## src/rtl/core/quadruple_vm_execute_unit_macros.svh

```systemverilog
// Assertion macros for the quadruple VM execute unit
`ifndef QUADRUPLE_VM_EXECUTE_UNIT_MACROS_SVH
`define QUADRUPLE_VM_EXECUTE_UNIT_MACROS_SVH
`ifndef ASSERT_OFF
`define QVM_ASSERT_IMP(label, clk, rst_n, ante, cons) \
    label: assert property (@(posedge clk) disable iff (!rst_n) (ante) |-> (cons)) \
        else $error("assertion failed");
`define QVM_ASSERT_NXT(label, clk, rst_n, ante, cons) \
    label: assert property (@(posedge clk) disable iff (!rst_n) (ante) |=> (cons)) \
        else $error("assertion failed");
`else
`define QVM_ASSERT_IMP(label, clk, rst_n, ante, cons)
`define QVM_ASSERT_NXT(label, clk, rst_n, ante, cons)
`endif
`endif

```

## src/rtl/core/qvm_pkg.sv

```systemverilog
// ----------------------------------------------------------------------------
// qvm_pkg
// Shared types and codes for the quadruple VM execute unit.
// ----------------------------------------------------------------------------
`default_nettype none
package qvm_pkg;
    localparam logic [3:0] OPC_GOTO = 4'd0;
    localparam logic [3:0] OPC_IN   = 4'd2;
    localparam logic [3:0] OPC_PRT  = 4'd3;
    localparam logic [3:0] OPC_PRTN = 4'd4;
    localparam logic [3:0] OPC_BLT  = 4'd5;
    localparam logic [3:0] OPC_BLE  = 4'd6;
    localparam logic [3:0] OPC_BGT  = 4'd7;
    localparam logic [3:0] OPC_BGE  = 4'd8;
    localparam logic [3:0] OPC_BEQ  = 4'd9;
    localparam logic [3:0] OPC_BNE  = 4'd10;
    localparam logic [3:0] OPC_MOV  = 4'd11;
    localparam logic [3:0] OPC_ADD  = 4'd12;
    localparam logic [3:0] OPC_SUB  = 4'd13;
    localparam logic [3:0] OPC_MUL  = 4'd14;
    localparam logic [3:0] OPC_DIV  = 4'd15;

    localparam logic [1:0] ST_OK    = 2'd0;
    localparam logic [1:0] ST_DIV0  = 2'd1;
    localparam logic [1:0] ST_JMP0  = 2'd2;

    typedef enum logic [3:0] {
        S_CLEAR, S_IDLE, S_RDA, S_RDB, S_WAIT, S_EXEC, S_DIV, S_WRITE, S_OUT
    } state_t;

    // Divider control and status
    typedef struct packed {
        logic        start;
        logic [31:0] num;
        logic [31:0] den;
    } div_req_t;

    typedef struct packed {
        logic        busy;
        logic        done;
        logic [31:0] quot;
    } div_rsp_t;
endpackage
`default_nettype wire

```

## src/rtl/core/qvm_divider.sv

```systemverilog
// ----------------------------------------------------------------------------
// qvm_divider
// Radix-2 restoring signed divider, one quotient bit a cycle, truncating.
// ----------------------------------------------------------------------------
`default_nettype none
`include "quadruple_vm_execute_unit_macros.svh"
module qvm_divider (
    input  wire                     clk,
    input  wire                     rst_n,
    input  wire qvm_pkg::div_req_t  req,
    output qvm_pkg::div_rsp_t       rsp
);
    import qvm_pkg::*;

    logic [31:0] rem_reg, rem_next;
    logic [31:0] quo_reg, quo_next;
    logic [31:0] den_reg, den_next;
    logic        neg_reg, neg_next;
    logic [5:0]  cnt_reg, cnt_next;
    logic        busy_reg, busy_next;
    logic        done_reg, done_next;
    logic [32:0] trial;
    logic [32:0] shifted;

    // Load the operands on start, then step the subtractor once a cycle while busy
    always_comb
    begin
        rem_next  = rem_reg;
        quo_next  = quo_reg;
        den_next  = den_reg;
        neg_next  = neg_reg;
        cnt_next  = cnt_reg;
        busy_next = busy_reg;
        done_next = 1'b0;
        shifted   = {rem_reg, quo_reg[31]};
        trial     = shifted - {1'b0, den_reg};
        if (req.start)
        begin
            rem_next  = '0;
            quo_next  = req.num[31] ? (32'd0 - req.num) : req.num;
            den_next  = req.den[31] ? (32'd0 - req.den) : req.den;
            neg_next  = req.num[31] ^ req.den[31];
            cnt_next  = 6'd32;
            busy_next = 1'b1;
        end
        else if (busy_reg)
        begin
            if (!trial[32])
                rem_next = trial[31:0];
            else
                rem_next = shifted[31:0];
            quo_next = {quo_reg[30:0], ~trial[32]};
            cnt_next = cnt_reg - 6'd1;
            if (cnt_reg == 6'd1)
            begin
                busy_next = 1'b0;
                done_next = 1'b1;
            end
        end
    end

    always_ff @(posedge clk or negedge rst_n)
    begin
        if (!rst_n)
        begin
            busy_reg <= 1'b0;
            done_reg <= 1'b0;
            cnt_reg  <= '0;
        end
        else
        begin
            busy_reg <= busy_next;
            done_reg <= done_next;
            cnt_reg  <= cnt_next;
        end
    end

    always_ff @(posedge clk)
    begin
        rem_reg <= rem_next;
        quo_reg <= quo_next;
        den_reg <= den_next;
        neg_reg <= neg_next;
    end

    assign rsp.busy = busy_reg;
    assign rsp.done = done_reg;
    assign rsp.quot = neg_reg ? (32'd0 - quo_reg) : quo_reg;

    `QVM_ASSERT_IMP(a_done_idle, clk, rst_n, done_reg, !busy_reg)
    `QVM_ASSERT_NXT(a_start_busy, clk, rst_n, req.start, busy_reg)
    `QVM_ASSERT_IMP(a_cnt_zero, clk, rst_n, !busy_reg, cnt_reg == 6'd0)
endmodule
`default_nettype wire

```

## config.mk

```make
export PLATFORM = sky130hd
export DESIGN_NAME = qvm_divider
export DESIGN_NICKNAME = d
export VERILOG_FILES = /design/src/rtl/core/qvm_pkg.sv /design/src/rtl/core/qvm_divider.sv
export VERILOG_INCLUDE_DIRS = /design/src /design/src/rtl/core
export SDC_FILE = /design/constraint.sdc
export NUM_CORES = 1
export LEC_CHECK = 0
export ABC_AREA = 1
export BUFFER_PORTS_ARGS = -buffer_cell sky130_fd_sc_hd__buf_4
export CORE_UTILIZATION = 40
export CTS_CLUSTER_DIAMETER = 120
export CTS_CLUSTER_SIZE = 28
export DETAILED_ROUTE_END_ITERATION = 8
export PLACE_DENSITY = 0.66
export SETUP_SLACK_MARGIN = 0.15
export SLEW_MARGIN = 20
export SYNTH_ARGS = -nofsm -noshare
export SYNTH_HDL_FRONTEND = slang
export SYNTH_SLANG_ARGS = --single-unit
```

## constraint.sdc

```tcl
create_clock -name clk -period 5.55 [get_ports clk]
set_input_delay 1.3875 -clock clk [delete_from_list [all_inputs] [get_ports clk]]
set_output_delay 1.3875 -clock clk [all_outputs]
set_load 0.01 [all_outputs]
```

# Word-level counts from Yosys, hierarchy flattened
# Index checks and enable logic that the tools add are counted.
[word_totals] inputBits=67 register_bits=105 wordCells=31 output_inout_bits=34
[op_classes] n_reduce_logical=1 add_sub_neg=5 n_bitwise=2 eq_ne=1 n_mux=14
[op_table] cell="32-bit two-way mux" n=5
[op_table] cell="1-bit by 32-bit subtractor with 32-bit output (first input constant)" n=3
[op_table] cell="33-bit by 32-bit subtractor with 33-bit output" n=1
[op_table] cell="31-bit two-way mux" n=1
[op_table] cell="6-bit two-way mux" n=2
[op_table] cell="6-bit by 1-bit equality test with 1-bit output (second input constant)" n=1
[op_table] cell="1-bit two-way mux" n=6
[op_table] cell="6-bit by 1-bit subtractor with 6-bit output (second input constant)" n=1
[op_table] cell="2-bit nonzero test" n=1
[op_table] cell="1-bit NOT" n=1
[op_table] cell="1-bit bitwise XOR" n=1

# Logic depth before layout (Yosys ltp)
# Gate-level depths: netlist (run 1).
[depth] ltp_word=4 mapped_depth=18 mapped_depth_nobuf=17

# Worst setup path before layout (run 1)
# OpenSTA, ideal clock, no wires.
[synth_path] path_type="reg-to-output" start="register quo_reg[0]" end="output port rsp[28] (netlist name)" n_path_buf=0 arrival_time_ns=1.798 path_slack_ns=2.365 path_stages_with_launch=13 t_required_ns=4.163 cell_sequence="edfxtp_1 -> inv_1 -> ha_1 -> inv_1 -> nor3_1 -> nand2_1 -> nor2_1 -> nand2_1 -> nor2_1 -> nand3_1 -> o21ai_1 -> nand2_1 -> xor2_1"
[synth_rtl] item="from (decl)" line="qvm_divider.sv:16" rtl="logic [31:0] quo_reg, quo_next;"
[synth_rtl] item="from (signal assigned)" line="qvm_divider.sv:81" rtl="quo_reg <= quo_next;"
[synth_rtl] item="to (decl)" line="qvm_divider.sv:11" rtl="output qvm_pkg::div_rsp_t rsp"

==> results of run 1 <==
metrics by stage:
stage          hold slack [ns]  instance area [sq um]  worst slack [ns]  power (mW)  std cells
2_1_floorplan            0.449                   9220              2.36        1.41       1442
3_3_place_gp             0.460                  10200              1.88        1.68       1799
3_5_place_dp             0.467                  10200              1.85        1.68       1799
4_1_cts                  0.479                  10500              1.44        2.32       1815
5_1_grt                  0.498                  10500              1.11        2.44       1815
6_report                 0.477                  10500              1.43        2.31       1815
cell type report:
cell class / instances / area (sq um) / area share [%]
multi-input combinational: 1025 / 5220 / 49.8
sequential: 105 / 2790 / 26.6
inverter: 281 / 1050 / 10.1
timing repair buffer: 103 / 773 / 7.37
tap: 285 / 357 / 3.40
clock buffer: 10 / 229 / 2.18
clock inverter: 6 / 60.1 / 0.573
routing by layer:
| layer | GRT usage, % | routed length, microns | vias to the layer above |
|---|---|---|---|
| met1 | 26.4 | 10900 | 3942 |
| met4 | 7.14 | 450 | 0 |
| met3 | 2.99 | 1290 | 26 |
| met5 | 0 | 0 | - |
| met2 | 36.6 | 11300 | 207 |
| li1 | - | - | 4631 |
layout by cell type, fill, tap and decap left out, types with 5 or more instances in the layout:
| cell | Yosys | final |
|---|---|---|
| nor2_2 | 4 | 5 |
| dfxtp_1 | 32 | 32 |
| xor2_1 | 61 | 61 |
| ha_1 | 37 | 37 |
| clkbuf_16 | 0 | 9 |
| buf_4 | 3 | 103 |
| o31ai_1 | 5 | 5 |
| o21ai_0 | 64 | 64 |
| and2_1 | 5 | 5 |
| nor2_1 | 111 | 109 |
| inv_1 | 277 | 277 |
| nand2_2 | 5 | 5 |
| nand2_1 | 487 | 487 |
| xnor2_1 | 30 | 30 |
| edfxtp_1 | 65 | 65 |
| a21oi_1 | 29 | 29 |
| nand3_1 | 99 | 99 |
| dfrtp_1 | 8 | 8 |
| nor3_1 | 20 | 20 |
| nand4_1 | 20 | 20 |
| nor4_1 | 5 | 5 |
power breakdown:
part           total (mW)  internal (mW)  switching [mW]  leakage, nW
registers           0.978          0.919          0.0583         1.03
logic               0.694          0.279           0.415         4.39
clock network       0.639          0.317           0.322        0.143
total                2.31           1.52           0.796         5.57
worst min-delay path by stage:
stage	start	slack [ns]	end
2_1_floorplan	cnt_reg[4]$_DFFE_PN0P_	0.45	cnt_reg[4]$_DFFE_PN0P_
3_3_place_gp	rem_reg[1]$_SDFFE_PP0P_	0.46	rem_reg[1]$_SDFFE_PP0P_
3_5_place_dp	rem_reg[22]$_SDFFE_PP0P_	0.47	rem_reg[22]$_SDFFE_PP0P_
4_1_cts	rem_reg[6]$_SDFFE_PP0P_	0.48	rem_reg[6]$_SDFFE_PP0P_
5_1_grt	rem_reg[11]$_SDFFE_PP0P_	0.50	rem_reg[11]$_SDFFE_PP0P_
6_report	rem_reg[6]$_SDFFE_PP0P_	0.48	rem_reg[6]$_SDFFE_PP0P_
critical path, cell delays in order (launching register included):
cell and delay, ns:
edfxtp_1 0.39, inv_1 0.12, ha_1 0.16, inv_1 0.05, nor3_1 0.29, nand4_1 0.22, nor3_1 0.18, nor2_1 0.09
a21oi_1 0.42, o21ai_0 0.17, nand2_1 0.09, nand2_1 0.06, buf_4 0.15
cells by family (layout without fill, tap and decap cells):
| group | count (synthesis) | count (layout) |
|---|---|---|
| compound gates | 120 | 120 |
| xor+xnor | 91 | 91 |
| buf+inv | 312 | 400 |
| fa+ha+maj | 38 | 38 |
| simple gates | 776 | 776 |
| flops | 105 | 105 |
==> results.txt, run 1 <==
First-pass GRT wire length = 39.8 mm
Ports = 101
CTS tree = yes
Synth cell types = 44
Vias in the first global route = 8374
Reg2Reg Depth = 15
Buffers on Ports = 100
XOR/XNOR Fraction of Synth Area = 8.64%
Reg-to-reg endpoint = quo_reg[0]$_DFFE_PP_
Crit Path Class = reg2out
Area delta synth->final = 13.7%
Cts bufs inserted = 9
Final Critical Period = 4.12 ns
Setup TNS = 0 ns
Slew Limit Headroom = 41.3%
Share of layout cells above drive strength 1 = 9.61%
DRC = 0
Post-synthesis adder-cell area fraction = 5.24%
Via density = 4.85
Main combinational cell family by area after synthesis = simple AND/OR/NAND/NOR gates
Compound-Gate Fraction of Synth Area = 7.07%
FP Rows = 55
Post-synth top cells = nand2_1 (487), inv_1 (277), nor2_1 (111)
Crit path capture = rsp[30]
Die W = 154 microns
Register area share after synthesis = 30.3%
Worst-path maximum fanout = 5
Vias = 8806
Final ANT Viol Nets = 0
Count leader, synth = nand2_1
Top area cells in the synthesized netlist = edfxtp_1 (21%), nand2_1 (20%), inv_1 (11%), dfxtp_1 (6.9%), xor2_1 (5.8%)
Setup-failing EPs final = 0
Average wire per standard cell = 13.2 microns
Worst EP required = 4.16 ns
CTS max path bufs = 2
Worst setup EP type = output port
Peak supply drop = 0.133 mV
RSZ-0062 raised after global routing = no
Clk Latency, worst-skew pair = 0.36 ns
Worst-path clk slew = 0.08 ns
Core ar. = 22600 sq um
GRT Resource Usage Total = 21.0%
WP data arrival = 2.74 ns
# nets final = 1630
Root buffer cell = clkbuf_16
P_leak = 5.57 nW
Origin of the critical flop-to-flop path = quo_reg[31]$_DFFE_PP_
Post-synthesis simple-gate area fraction = 35.5%
Largest net degree at the start of global routing = 65
Cts repair resizes = 0
Worst-Margin Slew = 0.879 ns
Die height = 154 microns
Outcome = finished, final reports clean
Initial antenna violation count = 0
Hold Vio Cnt, Final = 0
Yosys top cell by area = edfxtp_1
Fill count = 2297
PD cells = 220 nW/um^2
Post-synthesis cell area = 9220 sq um
Crit path from = quo_reg[0]$_DFFE_PP_
Setup bufs post-CTS = 0
Top cell type's share of synthesized area = 21.2%
Async set or reset register ratio after synthesis = 7.62%
First-pass DRT Iterations = 5
Syn_area_per_cell = 6.40 sq um
Hold Crit Depth = 2
# hold bufs at CTS = 0
Synth Instances = 1442
Clock sink count = 105
H-tree levels = 3
Placer Congestion = 0.921
Final Max Slew Viols = 0
Synth warnings = 0
Core Util, Final = 46.3%
Initial drt markers = 513
DP HPWL = 19.1 mm
Ys flop type = edfxtp_1
Routed wire length = 24.0 mm
Crit path launch type = flop
Flop2flop setup slack = 2.61 ns
Synth Register Bits = 105
Post-synth EDFFs = 65
Die Area = 23700 sq um
Max-cap violations = 0
Syn nets = 1547
Clock Skew = 0.0108 ns
Tcrit/Tclk final = 74.3%
Fmax = 0.243 GHz
Hold Crit Class = reg2reg
Initial Util = 40.7%
GRT overflow = 0
Mux cell area share after synthesis = 0%
Ant. Diodes = 0
Power figures use the tool's default switching activity.
==> inputs of run 2 (changes only) <==
- PLACE_DENSITY: 0.66 -> 0.68
- clock period: 5.55 -> 3.3 ns (I/O delays scaled with it)
==> run 2 against run 1 <==
Against the previous run: global-route usage up 0.22 points; sequential power rose by 68%; first-iteration DRC count increased by 2.9%; combinational power is 84% higher; wire length increased by 3.7%; register-to-register slack lost 2.0 ns; final cell count grew 1.4%; clock power grew 80%; sequential share of layout area decreased by 0.79 points; critical endpoint is now rsp[8].
==> results.txt, run 2 (synthesis results as in run 1) <==
Area delta synth->final = 17.2%
P_leak = 5.70 nW
Buffers on Ports = 100
RSZ-0062 raised after global routing = yes
CTS max path bufs = 2
# nets final = 1654
Via density = 4.87
PD cells = 377 nW/um^2
Internal power = 2.69 mW
Worst-path maximum fanout = 3
Finished layout cell area = 10800 sq um
# hold bufs at CTS = 0
Setup TNS = 0 ns
Hold Vio Cnt, Final = 0
Placed instance area = 10300 sq um
Post-route worst setup slack = 0.00228 ns
Slew Limit Headroom = 67.8%
Reg power frac = 40.3%
Die Area = 23700 sq um
Initial Util = 40.7%
Peak supply drop = 0.220 mV
Core ar. = 22600 sq um
Clock sink count = 105
Vias in the first global route = 8457
Die height = 154 microns
DP HPWL = 19.5 mm
Switching part of the total = 34.1%
Worst-path clk slew = 0.08 ns
Outcome = finished, final reports clean
GRT Resource Usage Total = 21.2%
WP data arrival = 2.47 ns
Clock Skew = 0.0121 ns
Routed wire length = 24.9 mm
Dpl ws = 0.287 ns
Worst EP required = 2.47 ns
Comb power frac = 31.4%
H-tree levels = 3
First-pass GRT wire length = 40.4 mm
DRC = 0
Final Max Slew Viols = 0
Initial antenna violation count = 1
Fmax = 0.303 GHz
Worst Hold Slack = 0.269 ns
Setup-failing EPs final = 0
Crit Path Class = reg2out
Final ANT Viol Nets = 0
Worst setup EP type = output port
CTS tree = yes
Average wire per standard cell = 13.5 microns
Root buffer cell = clkbuf_16
GRT overflow = 0
Placer Congestion = 0.957
Tcrit/Tclk final = 99.9%
Worst-Margin Slew = 0.483 ns
Most common cell after layout, fill and taps aside = nand2_1
Cts bufs inserted = 9
Clk Latency, worst-skew pair = 0.36 ns
First-pass DRT Iterations = 5
P_sw = 1.39 mW
Share of layout cells above drive strength 1 = 12.6%
FP Rows = 55
Ports = 101
Initial drt markers = 528
Clk pwr share = 28.3%
Vias = 8963
Final Critical Period = 3.30 ns
Max-cap violations = 0
Most frequent cells in the layout = nand2_1 (485), inv_1 (274), buf_4 (125)
Hold Crit Class = in2async
Die W = 154 microns
Largest net degree at the start of global routing = 39
Reg2Reg Depth = 15
Crit path launch type = flop
-- run 2: changes by cell type in the layout (fill, tap and decap cells not counted), moves of 3 or more --
cell	change
nor2_2	+5
clkinv_4	-3
nor2_1	-5
nand3_1	-3
nand3_2	+3
xor2_1	-3
xor2_2	+3
nor3_1	-3
inv_1	-3
o21ai_0	-4
o21ai_2	+3
buf_4	+22
-- run 2: cell type report --
cell class,count,area (sq um)
flip-flops and latches,105,2790
diodes,1,2.50
well taps,285,357
fillers,2313,11800
clock buffers,9,225
clock inverters,7,87.6
inverters,281,1060
multi-input cells,1025,5320
repair buffers,127,961
-- run 2: timing repair --
action,4_1_cts,5_1_grt
pin swaps,5,12
endpoints found under the setup margin,7,17
buffers inserted,8,8
resized for setup,10,24
-- run 2: worst paths after layout --
| path | from | endpoint | slack [ns] |
|---|---|---|---|
| worst max-delay path | quo_reg[0]$_DFFE_PP_ | rsp[8] | 0.002 |
| worst min-delay path | rst_n | busy_reg$_DFF_PN0_ | 0.27 |
| worst max register to register | quo_reg[31]$_DFFE_PP_ | quo_reg[0]$_DFFE_PP_ | 0.62 |
| worst min register to register | rem_reg[15]$_SDFFE_PP0P_ | rem_reg[15]$_SDFFE_PP0P_ | 0.47 |
| max in group asynchronous | rst_n | cnt_reg[1]$_DFFE_PN0P_ | 2.91 |
| min in group clk | rem_reg[15]$_SDFFE_PP0P_ | rem_reg[15]$_SDFFE_PP0P_ | 0.47 |
-- run 2: worst max-delay path, cell delays in order (launching register included) --
cell      delay [ns]
edfxtp_1        0.42
inv_2           0.12
ha_4            0.14
inv_4           0.04
nor3_4          0.22
nand2_2         0.11
nor2_4          0.13
buf_4           0.11
buf_4           0.09
buf_4           0.09
buf_4           0.09
buf_4           0.09
buf_4           0.09
nor2_1          0.04
xor2_1          0.19
buf_4           0.15
-- run 2: through the flow --
step	power, mW	std cells	util (%)
floorplan	2.37	1442	-
global placement	2.83	1807	45.3
detailed placement	2.84	1807	45.3
CTS	4.01	1831	47.1
global route	4.28	1839	47.7
finish	4.08	1840	47.7
-- run 2: routing by layer --
| metal | wire [microns] | vias to the layer above | GRT usage, % | share of wire (%) |
|---|---|---|---|---|
| li1 | - | 4674 | - | - |
| met1 | 11000 | 4049 | 25.3 | 44 |
| met2 | 12100 | 203 | 38.2 | 49 |
| met3 | 1230 | 37 | 4.06 | 4.9 |
| met4 | 562 | 0 | 6.43 | 2.3 |
| met5 | 0 | - | 0 | 0 |
-- run 2: power groups by stage --
stage	clock [mW]	combinational (mW)	sequential, mW
5_1_grt	1.21	1.42	1.65
3_5_place_dp	0	1.18	1.66
6_report	1.15	1.28	1.64
3_3_place_gp	0	1.17	1.66
2_1_floorplan	0	0.731	1.63
4_1_cts	1.18	1.20	1.64
==> inputs of run 3 (changes only) <==
- ABC_AREA: 1 -> default
- PLACE_DENSITY: 0.68 -> 0.67
- clock period: 3.3 -> 4.3 ns (I/O delays scaled with it)
==> run 3 against run 2 <==
Against the previous run: sequential share of layout area up 3.8 points; via count down 22%; final area down 13%; die area down 12%; register-to-register slack better by 0.07 ns; largest power group unchanged; worst hold slack better by 0.23 ns; sequential power down 17%; wire length down 23%; utilization up 0.45 points; highest routed layer unchanged; non-clock buffer count down 16; largest cell class unchanged.
==> results.txt, run 3 <==
Outcome = finished, final reports clean
Crit path launch type = flop
Initial Util = 41.2%
Crit Path Class = reg2out
Placed instance area = 9020 sq um
Clock sink count = 105
# nets final = 1124
Worst-path maximum fanout = 6
Initial drt markers = 441
Die height = 144 microns
DRC = 0
Root buffer cell = clkbuf_16
Area delta synth->final = 17.0%
Worst Hold Slack = 0.500 ns
Slew Limit Headroom = 27.6%
Final Max Slew Viols = 0
Via density = 5.44
GRT Resource Usage Total = 18.9%
Post-synthesis cell area = 8070 sq um
Multi-input gate area = 4950 sq um
Cts bufs inserted = 9
First-pass DRT Iterations = 4
H-tree levels = 3
Hold Crit Class = reg2reg
Most common cell after layout, fill and taps aside = buf_4
Largest net degree at the start of global routing = 56
Worst-Margin Slew = 1.09 ns
Synth warnings = 0
Share of layout cells above drive strength 1 = 15.7%
Core ar. = 19600 sq um
Fmax = 0.245 GHz
Final Critical Period = 4.09 ns
Initial antenna violation count = 0
Synth Register Bits = 105
Syn nets = 1046
Dpl cells = 1269
Top cell type's share of synthesized area = 24.2%
Placer Congestion = 0.929
Finished layout cell area = 9440 sq um
Worst setup EP type = output port
Synth cell types = 66
CTS max path bufs = 2
P_leak = 3.75 nW
Die Area = 20700 sq um
First-pass GRT wire length = 31.0 mm
Core Util, Final = 48.2%
Hold Vio Cnt, Final = 0
Clock Skew = 0.0123 ns
Vias = 7006
Max-cap violations = 0
Synth Instances = 941
Most frequent cells in the layout = buf_4 (111), nand2_1 (95), nor2_1 (92)
Vias in the first global route = 6378
Setup TNS = 0 ns
Setup-failing EPs final = 0
Clk Latency, worst-skew pair = 0.36 ns
WP data arrival = 3.01 ns
Average wire per standard cell = 14.9 microns
Ys flop type = edfxtp_1
Post-synth top cells = nand2_1 (95), nor2_1 (93), xnor2_1 (79)
PD cells = 349 nW/um^2
RSZ-0062 raised after global routing = yes
Count leader, synth = nand2_1
Buffers on Ports = 100
CTS tree = yes
Register area share after synthesis = 34.6%
Reg area = 2790 sq um
Peak supply drop = 0.206 mV
Syn_area_per_cell = 8.57 sq um
GRT overflow = 0
Ports = 101
Post-route non-filler standard cell count = 1289
Tcrit/Tclk final = 95.1%
DP HPWL = 14.6 mm
Async set or reset register ratio after synthesis = 7.62%
Yosys top cell by area = edfxtp_1
Routed wire length = 19.2 mm
FP Rows = 51
Top area cells in the synthesized netlist = edfxtp_1 (24%), xnor2_1 (8.6%), dfxtp_1 (7.9%), ha_1 (5.7%), nand2_1 (4.4%)
Worst-path clk slew = 0.07 ns
Fill count = 1919
Worst EP required = 3.22 ns
Die W = 144 microns
Post-synth EDFFs = 65
Ant. Diodes = 0
Final ANT Viol Nets = 0
==> run 3: cell types whose count changed in the layout (fill, tap and decap cells not counted), sizes merged, moves of 18 or more <==
cell	previous run	this run
xnor2	30	79
nor2	115	93
a21oi	30	64
xor2	61	36
or3	0	19
nand3	100	22
nand2	497	95
o31ai	5	23
inv	284	57
==> run 3: worst max-delay path, stage by stage (launching register included) <==
cell and delay [ns]:
edfxtp_1 0.49, or4_4 0.47, or4_4 0.43, or2_4 0.25
or3_4 0.36, nand2b_4 0.18, o31ai_4 0.20, xnor2_1 0.14
buf_4 0.14
==> run 3: cells by family after synthesis <==
group / after synthesis / synth area share, %
flops: 105 / 34.6
mux: 17 / 2.14
compound gates: 248 / 20.4
buf+inv: 99 / 4.90
xor+xnor: 115 / 12.5
fa+ha+maj: 38 / 5.99
simple gates: 319 / 19.5
==> run 3: layer usage <==
layer | share of wire, % | track usage [%] | vias up
met5 | 0 | 0 | -
met2 | 43 | 29.1 | 182
met4 | 1.6 | 6.38 | 0
li1 | - | - | 3569
met3 | 5.2 | 2.42 | 22
met1 | 50 | 27.1 | 3233
==> run 3: area by class of cell <==
cell class | count | share of cell area [%]
multi-input cells | 737 | 52.5
flip-flops and latches | 105 | 29.6
repair buffers | 111 | 8.83
well taps | 265 | 3.51
clock buffers | 10 | 2.65
inverters | 55 | 2.19
clock inverters | 6 | 0.756
==> run 3: timing repair <==
item / 4_1_cts / 5_1_grt
gates resized for setup: 7 / 7
setup endpoints to repair: 10 / 11
pin swaps: 0 / 2
gates cloned: 0 / 0
setup buffers: 3 / 1
hold buffers: 0 / 0
==> run 3: through the flow <==
stage          worst slack, ns  total power, mW
2_1_floorplan            0.614             2.04
3_3_place_gp             0.378             2.39
3_5_place_dp             0.326             2.40
4_1_cts                  0.189             3.31
5_1_grt                  0.118             3.48
6_report                 0.212             3.30
==> run 3: path summary, 6_finish.rpt <==
kind	slack, ns	cells after the start	startpoint	to
max	0.21	8	quo_reg[10]$_DFFE_PP_	rsp[28]
min	0.50	2	rem_reg[19]$_SDFFE_PP0P_	rem_reg[20]$_SDFFE_PP0P_
max reg2reg	0.69	11	quo_reg[31]$_DFFE_PP_	rem_reg[11]$_SDFFE_PP0P_
min reg2reg	0.50	2	rem_reg[19]$_SDFFE_PP0P_	rem_reg[20]$_SDFFE_PP0P_
max in group asynchronous	3.64	1	rst_n	busy_reg$_DFF_PN0_
min in group asynchronous	0.52	1	rst_n	cnt_reg[1]$_DFFE_PN0P_
==> run 3: report_power, final <==
part | total (mW) | switching (mW) | internal [mW] | leakage [nW]
Clock | 0.889 | 0.395 | 0.494 | 0.158
Sequential | 1.36 | 0.141 | 1.22 | 1.01
Combinational | 1.05 | 0.560 | 0.487 | 2.58
Total | 3.30 | 1.10 | 2.20 | 3.75
